[src/rtl/slabpg_pkg.sv]
`timescale 1ns / 1ps
// ----------------------------------------------------------------------------
// slabpg_pkg
// Shared types and constants for the slab page bitmap allocator.
// ----------------------------------------------------------------------------
package slabpg_pkg;

  localparam int OFFSET_LIMIT = 4096;
  localparam int OFF_W        = $clog2(OFFSET_LIMIT);  // offset bits checked by a free
  localparam int SIZE_W       = 13;                     // page_length / object_size
  localparam int CNT_W        = 8;                      // object_count
  localparam int BASE_W       = 32;
  localparam int ROW_BITS     = 8;                      // bitmap bits per memory row
  localparam int BIT_W        = $clog2(ROW_BITS);
  localparam int CFG_IDX_W    = 2;

  localparam int DEF_MAX_SLOTS = 128;
  localparam int DEF_ADDR_BITS = 32;

  localparam logic [SIZE_W-1:0] RST_PAGE_LENGTH  = 13'd4096;
  localparam logic [SIZE_W-1:0] RST_OBJECT_SIZE  = 13'd32;
  localparam logic [CNT_W-1:0]  RST_OBJECT_COUNT = 8'hff & 8'd128;

  typedef enum logic [1:0] {
    OP_ALLOC = 2'd0,
    OP_FREE  = 2'd1,
    OP_QUERY = 2'd2
  } op_t;

  typedef enum logic [1:0] {
    ST_OK      = 2'd0,
    ST_NOSPACE = 2'd1,
    ST_DOUBLE  = 2'd2,
    ST_BADADDR = 2'd3
  } status_t;

  typedef enum logic [CFG_IDX_W-1:0] {
    REG_PAGE_BASE    = 2'd0,
    REG_PAGE_LENGTH  = 2'd1,
    REG_OBJECT_SIZE  = 2'd2,
    REG_OBJECT_COUNT = 2'd3
  } cfg_reg_t;

  typedef enum logic [1:0] {
    BM_QUERY = 2'd0,
    BM_ALLOC = 2'd1,
    BM_FREE  = 2'd2
  } bm_kind_t;

  typedef struct packed {
    logic     start;
    bm_kind_t kind;
  } bm_cmd_t;

  typedef struct packed {
    logic done;
    logic found;      // allocate found a free slot
    logic dbl;        // free hit a slot that was already free
    logic has_space;
    logic all_free;
  } bm_rsp_t;

endpackage

[src/rtl/slab_page_bitmap_allocator.sv]
`timescale 1ns / 1ps
// ----------------------------------------------------------------------------
// slab_page_bitmap_allocator
// One slab page of equal-size objects tracked by an occupancy bitmap.
// ----------------------------------------------------------------------------
// Input channel in_*: in_tuser carries the op (allocate, free, query), in_tdata
// the address to free. Output channel out_*: one result per request, with the
// allocated address in out_tdata and status plus space flags in out_tuser.
// The cfg_* port writes page_base, page_length, object_size, object_count;
// the user writes them only while the block is idle; the block does not enforce it.
// One request is in flight at a time. The bitmap lives in a memory of
// ROWS = MAX_SLOTS/8 rows, and every request scans all rows once, one row per
// cycle. A query passes through the check, scan and emit states; an allocate
// that finds a slot adds the address multiply and add states. A free that
// passes the range check runs the bit-serial offset / object_size divide before
// its scan. At the earliest, the next request is accepted in the cycle in which
// out_tvalid rises.
// Reset clears the control state and the per-row valid bits at once, so the
// whole bitmap reads as free on the next cycle; no clearing pass is needed.
// A result waits in the output register while out_tready is low; the next
// request is then taken but its result holds until the register empties.
// ----------------------------------------------------------------------------
module slab_page_bitmap_allocator
  import slabpg_pkg::*;
#(
  parameter int MAX_SLOTS = DEF_MAX_SLOTS,
  parameter int ADDR_BITS = DEF_ADDR_BITS
)
(
  input  logic                 clk,
  input  logic                 rst_n,
  input  logic                 in_tvalid,
  output logic                 in_tready,
  input  logic [31:0]          in_tdata,   // [31:0] addr
  input  logic [1:0]           in_tuser,   // [1:0] op
  output logic                 out_tvalid,
  input  logic                 out_tready,
  output logic [31:0]          out_tdata,  // [31:0] alloc_addr
  output logic [3:0]           out_tuser,  // [1:0] status, [2] has_space, [3] all_free
  input  logic                 cfg_we,
  input  logic [CFG_IDX_W-1:0] cfg_idx,
  input  logic [31:0]          cfg_wdata
);

  localparam int ROWS   = (MAX_SLOTS + ROW_BITS - 1) / ROW_BITS;
  localparam int ROW_W  = (ROWS > 1) ? $clog2(ROWS) : 1;
  localparam int SLOT_W = ROW_W + BIT_W;
  localparam int LIM_W  = SLOT_W + 1;
  localparam int PROD_W = SLOT_W + SIZE_W;
  localparam int CMP_W  = (LIM_W > OFF_W) ? ((LIM_W > CNT_W) ? LIM_W : CNT_W)
                                          : ((OFF_W > CNT_W) ? OFF_W : CNT_W);
  localparam logic [BASE_W-1:0] AMASK =
    (ADDR_BITS >= BASE_W) ? {BASE_W{1'b1}} : BASE_W'((64'd1 << ADDR_BITS) - 64'd1);

  typedef enum logic [6:0] {
    S_IDLE  = 7'b0000001,
    S_CHECK = 7'b0000010,
    S_DIV   = 7'b0000100,
    S_SCAN  = 7'b0001000,
    S_MUL   = 7'b0010000,
    S_ADD   = 7'b0100000,
    S_EMIT  = 7'b1000000
  } state_t;

  state_t state_r, state_nxt;

  logic [BASE_W-1:0] page_base_r;
  logic [SIZE_W-1:0] page_length_r;
  logic [SIZE_W-1:0] object_size_r;
  logic [CNT_W-1:0]  object_count_r;

  logic [1:0]        op_r;
  logic [31:0]       addr_r;
  status_t           status_r;
  logic [PROD_W-1:0] prod_r;
  logic [31:0]       res_addr_r;
  logic              has_space_r;
  logic              all_free_r;

  logic              out_valid_r;
  logic [31:0]       out_addr_r;
  status_t           out_status_r;
  logic              out_space_r;
  logic              out_free_r;

  logic [LIM_W-1:0]  limit;
  logic [BASE_W:0]   page_end;
  logic [BASE_W-1:0] offset;
  logic              addr_ok;

  logic              div_start;
  logic              div_done;
  logic [OFF_W-1:0]  div_q;
  logic [SIZE_W-1:0] div_rem;
  logic              slot_ok;

  bm_cmd_t           bm_cmd;
  bm_rsp_t           bm_rsp;
  logic [SLOT_W-1:0] bm_slot;

  logic              emit_go;
  logic              in_fire;

  assign limit = (CMP_W'(object_count_r) >= CMP_W'(MAX_SLOTS)) ? LIM_W'(MAX_SLOTS)
                                                                : LIM_W'(object_count_r);

  // address checks, all against the registered request
  assign page_end = {1'b0, page_base_r} + (BASE_W + 1)'(page_length_r);
  assign offset   = addr_r - page_base_r;
  assign addr_ok  = (addr_r >= page_base_r) && ((BASE_W + 1)'(addr_r) < page_end) &&
                    (object_size_r != '0) && (offset[BASE_W-1:OFF_W] == '0);

  assign slot_ok  = (div_rem == '0) && (CMP_W'(div_q) < CMP_W'(limit));

  assign in_tready = (state_r == S_IDLE);
  assign in_fire   = in_tvalid && in_tready;
  assign emit_go   = !out_valid_r || out_tready;
  assign div_start = (state_r == S_CHECK) && (op_r == OP_FREE) && addr_ok;

  always_comb begin
    bm_cmd.start = 1'b0;
    bm_cmd.kind  = BM_QUERY;
    if (state_r == S_CHECK) begin
      bm_cmd.start = (op_r != OP_FREE) || !addr_ok;
      if (op_r == OP_ALLOC) begin
        bm_cmd.kind = BM_ALLOC;
      end
    end else if (state_r == S_DIV && div_done) begin
      bm_cmd.start = 1'b1;
      bm_cmd.kind  = slot_ok ? BM_FREE : BM_QUERY;
    end
  end

  always_comb begin
    state_nxt = state_r;
    unique case (state_r)
      S_IDLE:  if (in_fire) state_nxt = S_CHECK;
      S_CHECK: state_nxt = div_start ? S_DIV : S_SCAN;
      S_DIV:   if (div_done) state_nxt = S_SCAN;
      S_SCAN:  begin
        if (bm_rsp.done) begin
          state_nxt = (bm_rsp.found) ? S_MUL : S_EMIT;
        end
      end
      S_MUL:   state_nxt = S_ADD;
      S_ADD:   state_nxt = S_EMIT;
      S_EMIT:  if (emit_go) state_nxt = S_IDLE;
      default: state_nxt = S_IDLE;
    endcase
  end

  always_ff @(posedge clk) begin
    if (!rst_n) begin
      state_r        <= S_IDLE;
      page_base_r    <= '0;
      page_length_r  <= RST_PAGE_LENGTH;
      object_size_r  <= RST_OBJECT_SIZE;
      object_count_r <= RST_OBJECT_COUNT;
      out_valid_r    <= 1'b0;
    end else begin
      state_r <= state_nxt;
      if (cfg_we) begin
        case (cfg_idx)
          REG_PAGE_BASE:    page_base_r    <= cfg_wdata;
          REG_PAGE_LENGTH:  page_length_r  <= cfg_wdata[SIZE_W-1:0];
          REG_OBJECT_SIZE:  object_size_r  <= cfg_wdata[SIZE_W-1:0];
          REG_OBJECT_COUNT: object_count_r <= cfg_wdata[CNT_W-1:0];
          default:          page_base_r    <= page_base_r;
        endcase
      end
      if (state_r == S_EMIT && emit_go) begin
        out_valid_r <= 1'b1;
      end else if (out_tready) begin
        out_valid_r <= 1'b0;
      end
    end
  end

  // request datapath
  always_ff @(posedge clk) begin
    if (in_fire) begin
      op_r       <= in_tuser;
      addr_r     <= in_tdata;
      res_addr_r <= '0;
    end
    if (state_r == S_CHECK) begin
      status_r <= (op_r == OP_FREE && !addr_ok) ? ST_BADADDR : ST_OK;
    end
    if (state_r == S_DIV && div_done && !slot_ok) begin
      status_r <= ST_BADADDR;
    end
    if (state_r == S_SCAN && bm_rsp.done) begin
      has_space_r <= bm_rsp.has_space;
      all_free_r  <= bm_rsp.all_free;
      if (op_r == OP_ALLOC && !bm_rsp.found) begin
        status_r <= ST_NOSPACE;
      end else if (op_r == OP_FREE && status_r == ST_OK && bm_rsp.dbl) begin
        status_r <= ST_DOUBLE;
      end
    end
    if (state_r == S_MUL) begin
      prod_r <= bm_slot * object_size_r;
    end
    if (state_r == S_ADD) begin
      res_addr_r <= (page_base_r + BASE_W'(prod_r)) & AMASK;
    end
    if (state_r == S_EMIT && emit_go) begin
      out_addr_r   <= res_addr_r;
      out_status_r <= status_r;
      out_space_r  <= has_space_r;
      out_free_r   <= all_free_r;
    end
  end

  slabpg_div u_div (
    .clk      (clk),
    .rst_n    (rst_n),
    .start    (div_start),
    .dividend (offset[OFF_W-1:0]),
    .divisor  (object_size_r),
    .done     (div_done),
    .quot     (div_q),
    .rem      (div_rem)
  );

  slabpg_bitmap #(
    .MAX_SLOTS (MAX_SLOTS),
    .ROWS      (ROWS),
    .ROW_W     (ROW_W),
    .SLOT_W    (SLOT_W),
    .LIM_W     (LIM_W)
  ) u_bitmap (
    .clk        (clk),
    .rst_n      (rst_n),
    .cmd        (bm_cmd),
    .free_slot  (div_q[SLOT_W-1:0]),
    .limit      (limit),
    .rsp        (bm_rsp),
    .alloc_slot (bm_slot)
  );

  assign out_tvalid = out_valid_r;
  assign out_tdata  = out_addr_r;
  assign out_tuser  = {out_free_r, out_space_r, out_status_r};

  // one request in flight: nothing is taken right after an accept
  a_one_in_flight: assert property (@(posedge clk) disable iff (!rst_n)
    in_tvalid && in_tready |=> !in_tready)
    else $error("request accepted while another is in flight");

  // a failed result carries a zero address
  a_addr_zero: assert property (@(posedge clk) disable iff (!rst_n)
    out_tvalid && out_tuser[1:0] != ST_OK |-> out_tdata == '0)
    else $error("failed result with nonzero address");

  // no free slot implies no space flag
  a_nospace_flag: assert property (@(posedge clk) disable iff (!rst_n)
    out_tvalid && out_tuser[1:0] == ST_NOSPACE |-> !out_tuser[2] && out_tdata == '0)
    else $error("no-space result with space flag or address");

  // the bitmap only answers while a scan is pending
  a_bm_done_scan: assert property (@(posedge clk) disable iff (!rst_n)
    bm_rsp.done |-> state_r == S_SCAN)
    else $error("bitmap response outside of scan");

  // the divider only finishes for a free in progress
  a_div_done: assert property (@(posedge clk) disable iff (!rst_n)
    div_done |-> state_r == S_DIV && op_r == OP_FREE)
    else $error("divider finished outside of a free");

endmodule

[src/rtl/slabpg_div.sv]
`timescale 1ns / 1ps
// ----------------------------------------------------------------------------
// slabpg_div
// Restoring divider, one quotient bit per cycle: page offset / object size.
// ----------------------------------------------------------------------------
module slabpg_div
  import slabpg_pkg::*;
(
  input  logic              clk,
  input  logic              rst_n,
  input  logic              start,
  input  logic [OFF_W-1:0]  dividend,
  input  logic [SIZE_W-1:0] divisor,
  output logic              done,
  output logic [OFF_W-1:0]  quot,
  output logic [SIZE_W-1:0] rem
);

  localparam int STEP_W = $clog2(OFF_W + 1);

  logic              busy_r;
  logic              done_r;
  logic [STEP_W-1:0] step_r;
  logic [OFF_W-1:0]  q_r;
  logic [SIZE_W-1:0] rem_r;
  logic [SIZE_W:0]   trial;
  logic [SIZE_W:0]   diff;
  logic              take;

  assign trial = {rem_r, q_r[OFF_W-1]};
  assign diff  = trial - {1'b0, divisor};
  assign take  = trial >= {1'b0, divisor};

  always_ff @(posedge clk) begin
    if (!rst_n) begin
      busy_r <= 1'b0;
      done_r <= 1'b0;
      step_r <= '0;
    end else begin
      done_r <= 1'b0;
      if (start) begin
        busy_r <= 1'b1;
        step_r <= '0;
      end else if (busy_r) begin
        step_r <= step_r + 1'b1;
        if (step_r == STEP_W'(OFF_W - 1)) begin
          busy_r <= 1'b0;
          done_r <= 1'b1;
        end
      end
    end
  end

  // dividend shifts out of q_r while quotient bits shift in
  always_ff @(posedge clk) begin
    if (start) begin
      q_r   <= dividend;
      rem_r <= '0;
    end else if (busy_r) begin
      q_r   <= {q_r[OFF_W-2:0], take};
      rem_r <= take ? diff[SIZE_W-1:0] : trial[SIZE_W-1:0];
    end
  end

  assign done = done_r;
  assign quot = q_r;
  assign rem  = rem_r;

endmodule

[src/rtl/slabpg_bitmap.sv]
`timescale 1ns / 1ps
// ----------------------------------------------------------------------------
// slabpg_bitmap
// Occupancy bitmap in a row memory; scans every row, then writes at most one row back.
// ----------------------------------------------------------------------------
module slabpg_bitmap
  import slabpg_pkg::*;
#(
  parameter int MAX_SLOTS = DEF_MAX_SLOTS,
  parameter int ROWS      = (MAX_SLOTS + ROW_BITS - 1) / ROW_BITS,
  parameter int ROW_W     = (ROWS > 1) ? $clog2(ROWS) : 1,
  parameter int SLOT_W    = ROW_W + BIT_W,
  parameter int LIM_W     = SLOT_W + 1
)
(
  input  logic              clk,
  input  logic              rst_n,
  input  bm_cmd_t           cmd,
  input  logic [SLOT_W-1:0] free_slot,
  input  logic [LIM_W-1:0]  limit,
  output bm_rsp_t           rsp,
  output logic [SLOT_W-1:0] alloc_slot
);

  typedef enum logic [2:0] {
    B_IDLE = 3'b001,
    B_SCAN = 3'b010,
    B_FIN  = 3'b100
  } bm_state_t;

  bm_state_t state_r, state_nxt;

  logic [ROW_BITS-1:0] mem [ROWS];
  logic [ROWS-1:0]     row_valid_r;

  logic [ROW_W:0]        issue_r;
  logic                  dv_r;
  logic [ROW_W-1:0]      drow_r;
  logic [ROW_BITS-1:0]   mem_q_r;
  logic                  vld_q_r;

  bm_kind_t              kind_r;
  logic [SLOT_W-1:0]     slot_r;
  logic                  ff_found_r;
  logic [SLOT_W-1:0]     ff_slot_r;
  logic [ROW_BITS-1:0]   ff_row_r;
  logic [ROW_BITS-1:0]   tgt_row_r;
  logic                  free2_r;
  logic                  used1_r;
  logic                  used2_r;

  logic [ROW_BITS-1:0]   row_bits;
  logic [ROW_BITS-1:0]   in_rng;
  logic [ROW_BITS-1:0]   free_m;
  logic [ROW_BITS-1:0]   used_m;
  logic [BIT_W-1:0]      low_pos;
  logic                  f1, f2, u1, u2;
  logic                  tgt_set;
  logic                  wr_en;
  logic [ROW_W-1:0]      wr_row;
  logic [ROW_BITS-1:0]   wr_data;

  // row data of a never-written row reads as all free
  always_comb begin
    row_bits = vld_q_r ? mem_q_r : '0;
    for (int j = 0; j < ROW_BITS; j++) begin
      in_rng[j] = LIM_W'({drow_r, BIT_W'(j)}) < limit;
    end
    free_m  = ~row_bits & in_rng;
    used_m  = row_bits & in_rng;
    f1      = |free_m;
    f2      = |(free_m & (free_m - 1'b1));
    u1      = |used_m;
    u2      = |(used_m & (used_m - 1'b1));
    low_pos = '0;
    for (int j = ROW_BITS - 1; j >= 0; j--) begin
      if (free_m[j]) begin
        low_pos = BIT_W'(j);
      end
    end
  end

  assign tgt_set = tgt_row_r[slot_r[BIT_W-1:0]];

  always_comb begin
    state_nxt = state_r;
    unique case (state_r)
      B_IDLE: if (cmd.start) state_nxt = B_SCAN;
      B_SCAN: if (dv_r && drow_r == ROW_W'(ROWS - 1)) state_nxt = B_FIN;
      B_FIN:  state_nxt = B_IDLE;
      default: state_nxt = B_IDLE;
    endcase
  end

  always_ff @(posedge clk) begin
    if (!rst_n) begin
      state_r <= B_IDLE;
      issue_r <= '0;
      dv_r    <= 1'b0;
    end else begin
      state_r <= state_nxt;
      if (state_r == B_IDLE && cmd.start) begin
        issue_r <= '0;
        dv_r    <= 1'b0;
      end else if (state_r == B_SCAN && issue_r < (ROW_W + 1)'(ROWS)) begin
        issue_r <= issue_r + 1'b1;
        dv_r    <= 1'b1;
      end else begin
        dv_r    <= 1'b0;
      end
    end
  end

  // scan accumulators
  always_ff @(posedge clk) begin
    if (state_r == B_IDLE && cmd.start) begin
      kind_r     <= cmd.kind;
      slot_r     <= free_slot;
      ff_found_r <= 1'b0;
      free2_r    <= 1'b0;
      used1_r    <= 1'b0;
      used2_r    <= 1'b0;
      tgt_row_r  <= '0;
    end else if (state_r == B_SCAN && dv_r) begin
      if (!ff_found_r && f1) begin
        ff_found_r <= 1'b1;
        ff_slot_r  <= {drow_r, low_pos};
        ff_row_r   <= row_bits;
      end
      free2_r <= free2_r | f2 | (ff_found_r & f1);
      used2_r <= used2_r | u2 | (used1_r & u1);
      used1_r <= used1_r | u1;
      if (drow_r == slot_r[SLOT_W-1:BIT_W]) begin
        tgt_row_r <= row_bits;
      end
    end
  end

  always_comb begin
    wr_en   = 1'b0;
    wr_row  = slot_r[SLOT_W-1:BIT_W];
    wr_data = tgt_row_r & ~(ROW_BITS'(1) << slot_r[BIT_W-1:0]);
    if (state_r == B_FIN) begin
      case (kind_r)
        BM_ALLOC: begin
          wr_en   = ff_found_r;
          wr_row  = ff_slot_r[SLOT_W-1:BIT_W];
          wr_data = ff_row_r | (ROW_BITS'(1) << ff_slot_r[BIT_W-1:0]);
        end
        BM_FREE: wr_en = tgt_set;
        default: wr_en = 1'b0;
      endcase
    end
  end

  always_ff @(posedge clk) begin
    if (state_r == B_SCAN && issue_r < (ROW_W + 1)'(ROWS)) begin
      mem_q_r <= mem[issue_r[ROW_W-1:0]];
      vld_q_r <= row_valid_r[issue_r[ROW_W-1:0]];
      drow_r  <= issue_r[ROW_W-1:0];
    end
    if (wr_en) begin
      mem[wr_row] <= wr_data;
    end
  end

  always_ff @(posedge clk) begin
    if (!rst_n) begin
      row_valid_r <= '0;
    end else if (wr_en) begin
      row_valid_r[wr_row] <= 1'b1;
    end
  end

  // flags after the step
  always_comb begin
    rsp.done      = (state_r == B_FIN);
    rsp.found     = 1'b0;
    rsp.dbl       = 1'b0;
    rsp.has_space = ff_found_r;
    rsp.all_free  = !used1_r;
    case (kind_r)
      BM_ALLOC: begin
        rsp.found = ff_found_r;
        if (ff_found_r) begin
          rsp.has_space = free2_r;
          rsp.all_free  = 1'b0;
        end
      end
      BM_FREE: begin
        rsp.dbl = !tgt_set;
        if (tgt_set) begin
          rsp.has_space = 1'b1;
          rsp.all_free  = !used2_r;
        end
      end
      default: rsp.found = 1'b0;
    endcase
  end

  assign alloc_slot = ff_slot_r;

endmodule

[config.mk]
export PLATFORM = sky130hd
export DESIGN_NAME = slab_page_bitmap_allocator
export DESIGN_NICKNAME = d
export VERILOG_FILES = /design/src/rtl/slabpg_pkg.sv /design/src/rtl/slab_page_bitmap_allocator.sv /design/src/rtl/slabpg_div.sv /design/src/rtl/slabpg_bitmap.sv
export SDC_FILE = /design/constraint.sdc
export NUM_CORES = 1
export LEC_CHECK = 0
export BUFFER_PORTS_ARGS = -buffer_cell sky130_fd_sc_hd__buf_2
export CAP_MARGIN = 0
export CORE_MARGIN = 2
export CORE_UTILIZATION = 58
export DETAILED_ROUTE_END_ITERATION = 10
export HOLD_SLACK_MARGIN = 0.1
export PLACE_DENSITY = 0.86
export SKIP_LAST_GASP = 1
export SLEW_MARGIN = 20
export SYNTH_ARGS = -nofsm -noshare
export SYNTH_HDL_FRONTEND = slang
export SYNTH_HIERARCHICAL = 1
export SYNTH_SLANG_ARGS = --single-unit
[constraint.sdc]
create_clock -name clk -period 16.4 [get_ports clk]
set_clock_uncertainty 0.15 [all_clocks]
set_input_delay 2.46 -clock clk [delete_from_list [all_inputs] [get_ports clk]]
set_output_delay 2.46 -clock clk [all_outputs]
set_load 0.01 [all_outputs]
==> impl_summary.txt <==
----------------------------------------------------
[Synth]
  Number of enable-type register cells in the synthesized netlist ... 301
  Mean cell area of the mapped netlist ... 10.7 um^2
  Number of flip-flops and latches in the synthesized netlist ... 433
  Sequential fraction of the synthesis area ... 46.3%
  Cell variety after synth ... 106
  Share of flip-flops with an asynchronous set or reset after synthesis ... 0%
  Number of instances in the synthesized netlist ... 2366
  Netlist Area Pre-Place ... 25200 um^2
  Post-synth net total ... 2660
  Main synth FF type ... edfxtp_1
  Number of warning messages in the yosys log ... 6

[Power and ir drop]
  Sequential cell fraction of total power ... 45.4%
  Combinational Power Share ... 16.4%
  Switching Power ... 0.000778 W
  Power density of the placed cells ... 99.8 nW/um^2
  Peak VDD IR ... 0.0000984 V
  Switching power share of the total ... 28.0%
  Internal power of the cells ... 0.00200 W
  Share of power burned in the clock network ... 38.1%
  Static leakage ... 10.2 nW

[Floorplan]
  Number of ports placed on the die boundary ... 111
  Overall die width ... 213 um
  CORE AREA ... 43000 um^2
  Number of cell rows ... 76
  Initial cell density of the core ... 58.7%
  Die area ... 45200 um^2
  Die Height ... 213 um

[Route]
  Post-Route WL ... 67.8 mm
  # DRC ... 0
  Length of the first detailed-routing pass in iterations ... 6
  Remaining antenna violation count after routing ... 0
  Overall via count from detail_route ... 19460
  Violation count after the first detailed-route iteration ... 2234
  Via density per instance ... 6.32
  Detailed-route wire length per cell ... 22.0 um

[Timing]
  Min Clock Period, post-route ... 6.49 ns
  Final number of max-transition violations ... 0
  Slew at the pin closest to its max-slew limit ... 1.08 ns
  Share of the cycle needed by the critical path after routing ... 39.6%
  Final setup violation count ... 0
  RSZ-0062 raised after global routing ... false
  Setup_tns ... 0 ns
  Worst relative slew slack ... 27.8%
  Achievable frequency ... 0.154 GHz
  Final hold vios ... 0

[Place]
  Number of port buffers ... 110
  Half-perimeter wire length of the detailed placement result ... 49.4 mm
  Placer Congestion ... 0.921

[Clocking]
  Htree depth ... 2
  Number of buffers inserted for hold repair after clock tree synthesis ... 0
  Postcts setup bufs ... 0
  Library cell used as clock root buffer ... clkbuf_16
  CTS Buf Count ... 45
  Buffer levels on the longest clock path ... 3
  Cells resized by post-CTS repair ... 0
  Clock latency on the worst-skew pair ... 0.61 ns
  Number of sinks on the clock net ... 433
  Reg clk slew, reported paths ... 0.07 ns
  CTS tree ... yes

[Worst setup path]
  Data required time of the critical path ... 16.75 ns
  Worst Setup SP ... page_base_r[1]
  Startpoint kind of the worst setup timing path ... register
  Crit. End Element ... register
  Worst setup path category ... register to register
  Critical path arrival ... 6.84 ns
  Critical path fanouts, max ... 19
  Launching point of the worst reg2reg path ... page_base_r[1]

[Global routing]
  Global route total overflow ... 0
  Maximum number of pins on one net before global-route repair ... 70
  Overall global routing resource usage ... 30.1%
  Via count of the first global-routing pass ... 19233
  Wire length of the first global-routing pass ... 104 mm
  Antenna violations before repair ... 0

[Cells and area]
  Area occupied by multi-input gates ... 12500 um^2
  Layout net count ... 2750
  Storage cell area ... 11700 um^2
  Layout cell share with drive strength beyond 1 ... 13.2%
  Post-synthesis to final-layout area growth ... 10.4%
  Fillers ... 3183
  Post-route core utilization ... 64.8%

[Worst hold path]
  Startpoint of the most critical hold path ... res_addr_r[29]
  Worst hold path class ... register to register

[Run]
  Maxcap violations ... 0

[Status]
  Status ... finished clean

----------------------------------------------------
==> routing by layer <==
layer	vias to the layer above	track usage (%)	wire length, um
li1	8747	-	-
met2	1143	51.5	32900
met3	209	4.46	5800
met4	0	13.5	3000
met1	9361	38.0	26200
met5	-	0	0
==> critical path, stage by stage, from the launching register on <==
cell and delay (ns):
dfxtp_1 0.43, ha_1 0.27, a21o_1 0.18, a21oi_1 0.21
o21bai_1 0.09, a21oi_1 0.23, o21bai_1 0.14, a211o_1 0.29
a41o_1 0.22, a21oi_1 0.74, nor3_1 0.14, xnor2_1 0.17
ha_1 0.30, nor2b_1 0.14, o21ai_0 0.17, o211ai_1 0.12
a21oi_1 0.14, o211ai_1 0.16, a211o_1 0.29, or4b_4 0.51
nor4_2 0.35, o21ai_1 0.12, nand3b_1 0.12, or2_2 0.17
inv_1 0.30, o21a_1 0.28
==> power groups by stage <==
stage / registers, W / clock network (W) / logic [W]
final: 0.00126 / 0.00106 / 0.000457
after global routing: 0.00127 / 0.00111 / 0.000502
after CTS: 0.00126 / 0.00106 / 0.000445
after detailed placement: 0.00128 / 0 / 0.000441
after global placement: 0.00128 / 0 / 0.000425
after floorplan: 0.00126 / 0 / 0.000338
==> stage by stage <==
stage / cell area, um^2 / hold WS, ns / setup WS [ns] / total power, W / instances
final: 27800 / 0.225 / 9.91 / 0.00278 / 3079
after global routing: 27800 / 0.241 / 9.46 / 0.00287 / 3078
after CTS: 27800 / 0.226 / 9.95 / 0.00277 / 3077
after detailed placement: 26300 / 0.255 / 9.96 / 0.00172 / 2993
after global placement: 26300 / 0.251 / 9.97 / 0.00171 / 2993
after floorplan: 25200 / 0.250 / 10.79 / 0.00160 / 2366
==> worst paths after layout <==
| check | slack, ns | cells after the start | end |
|---|---|---|---|
| min | 0.22 | 0 | out_tdata[29] |
| max | 9.91 | 25 | u_bitmap/state_r[1] |
| max reg2reg | 9.91 | 25 | u_bitmap/state_r[1] |
| min reg2reg | 0.22 | 0 | out_tdata[29] |
==> state kept, by name (all words and copies together) (netlist names), 12 cells and up <==
register              count
addr_r                   32
object_size_r            13
out_tdata                32
page_base_r              32
page_length_r            13
prod_r                   20
res_addr_r               32
u_bitmap/mem            128
u_bitmap/row_valid_r     16
u_div/quot               12
u_div/rem                13
==> layout make-up <==
class | instances | share of cell area [%]
Clock buffer | 60 | 4.60
Clock inverter | 24 | 0.975
Tap cell | 585 | 2.63
Antenna cell | 1 | 0.00899
Multi-Input combinational cell | 1678 | 45.0
Sequential cell | 433 | 42.0
Inverter | 167 | 2.25
Timing Repair Buffer | 131 | 2.59
==> cells in the final DEF (no fill, tap or decap), types with 8 or more instances in the layout <==
cell type    n
nand2_1    305
edfxtp_1   301
inv_1      165
a21oi_1    163
ha_1       163
nor2_1     160
dfxtp_1    131
buf_2      110
o21ai_0     76
xnor2_1     72
fa_1        58
nor3_1      54
clkbuf_16   48
mux4_2      47
and2_1      43
o21a_1      39
nand3_1     37
a21o_1      28
nor2b_1     25
nor4_1      22
xor2_1      22
nand4_1     21
buf_4       20
and3_1      19
or3_1       19
a31oi_1     19
a211oi_1    18
nand2b_1    17
o211ai_1    17
mux2i_1     15
o21bai_1    14
or2_2       14
mux2_2      13
nand3b_1    10
clkinv_2    10
a311oi_1     9
clkbuf_1     8
==> logic make-up (layout without fill, tap and decap cells) <==
| kind of cell | Yosys count | in the layout | synth area share (%) |
|---|---|---|---|
| AO/OA/AOI/OAI | 479 | 479 | 12.4 |
| XOR/XNOR | 94 | 94 | 3.26 |
| adder cells (fa/ha/maj) | 221 | 221 | 12.7 |
| buffers and inverters | 255 | 382 | 4.14 |
| flip-flops | 433 | 433 | 46.3 |
| multiplexers | 77 | 77 | 5.49 |
| other | 0 | 1 | 0 |
| AND/OR/NAND/NOR | 807 | 807 | 15.8 |
==> Yosys cell counts (all sizes together), types with 5 or more instances <==
cell type | instances | area share, %
nor3b | 8 | 0.30
a211o | 7 | 0.24
clkbuf | 68 | 1.1
nor2b | 27 | 0.70
xnor2 | 72 | 2.5
nand4b | 6 | 0.21
a311oi | 9 | 0.31
o21bai | 14 | 0.42
nand2 | 305 | 4.5
a21o | 29 | 0.87
xor2 | 22 | 0.76
fa | 58 | 4.6
mux2 | 15 | 0.70
o22ai | 6 | 0.15
nor4 | 26 | 0.79
edfxtp | 301 | 36
o2111ai | 6 | 0.23
o21ai | 85 | 1.7
and3 | 20 | 0.50
or2 | 15 | 0.37
and2 | 46 | 1.1
mux2i | 15 | 0.60
nand3b | 10 | 0.30
nor2 | 161 | 2.4
mux4 | 47 | 4.2
nand2b | 17 | 0.42
o31ai | 7 | 0.21
a211oi | 18 | 0.54
inv | 166 | 2.5
buf | 19 | 0.47
a21oi | 165 | 3.3
nand3 | 41 | 0.89
dfxtp | 132 | 10
and3b | 5 | 0.18
and4 | 5 | 0.18
o21a | 39 | 1.2
nor3 | 55 | 1.1
ha | 163 | 8.1
a2111oi | 9 | 0.39
nand4 | 21 | 0.52
a32oi | 5 | 0.17
or3 | 22 | 0.56
a31oi | 20 | 0.52
o211ai | 17 | 0.51
Note: power is estimated with default switching activity, not from simulation.
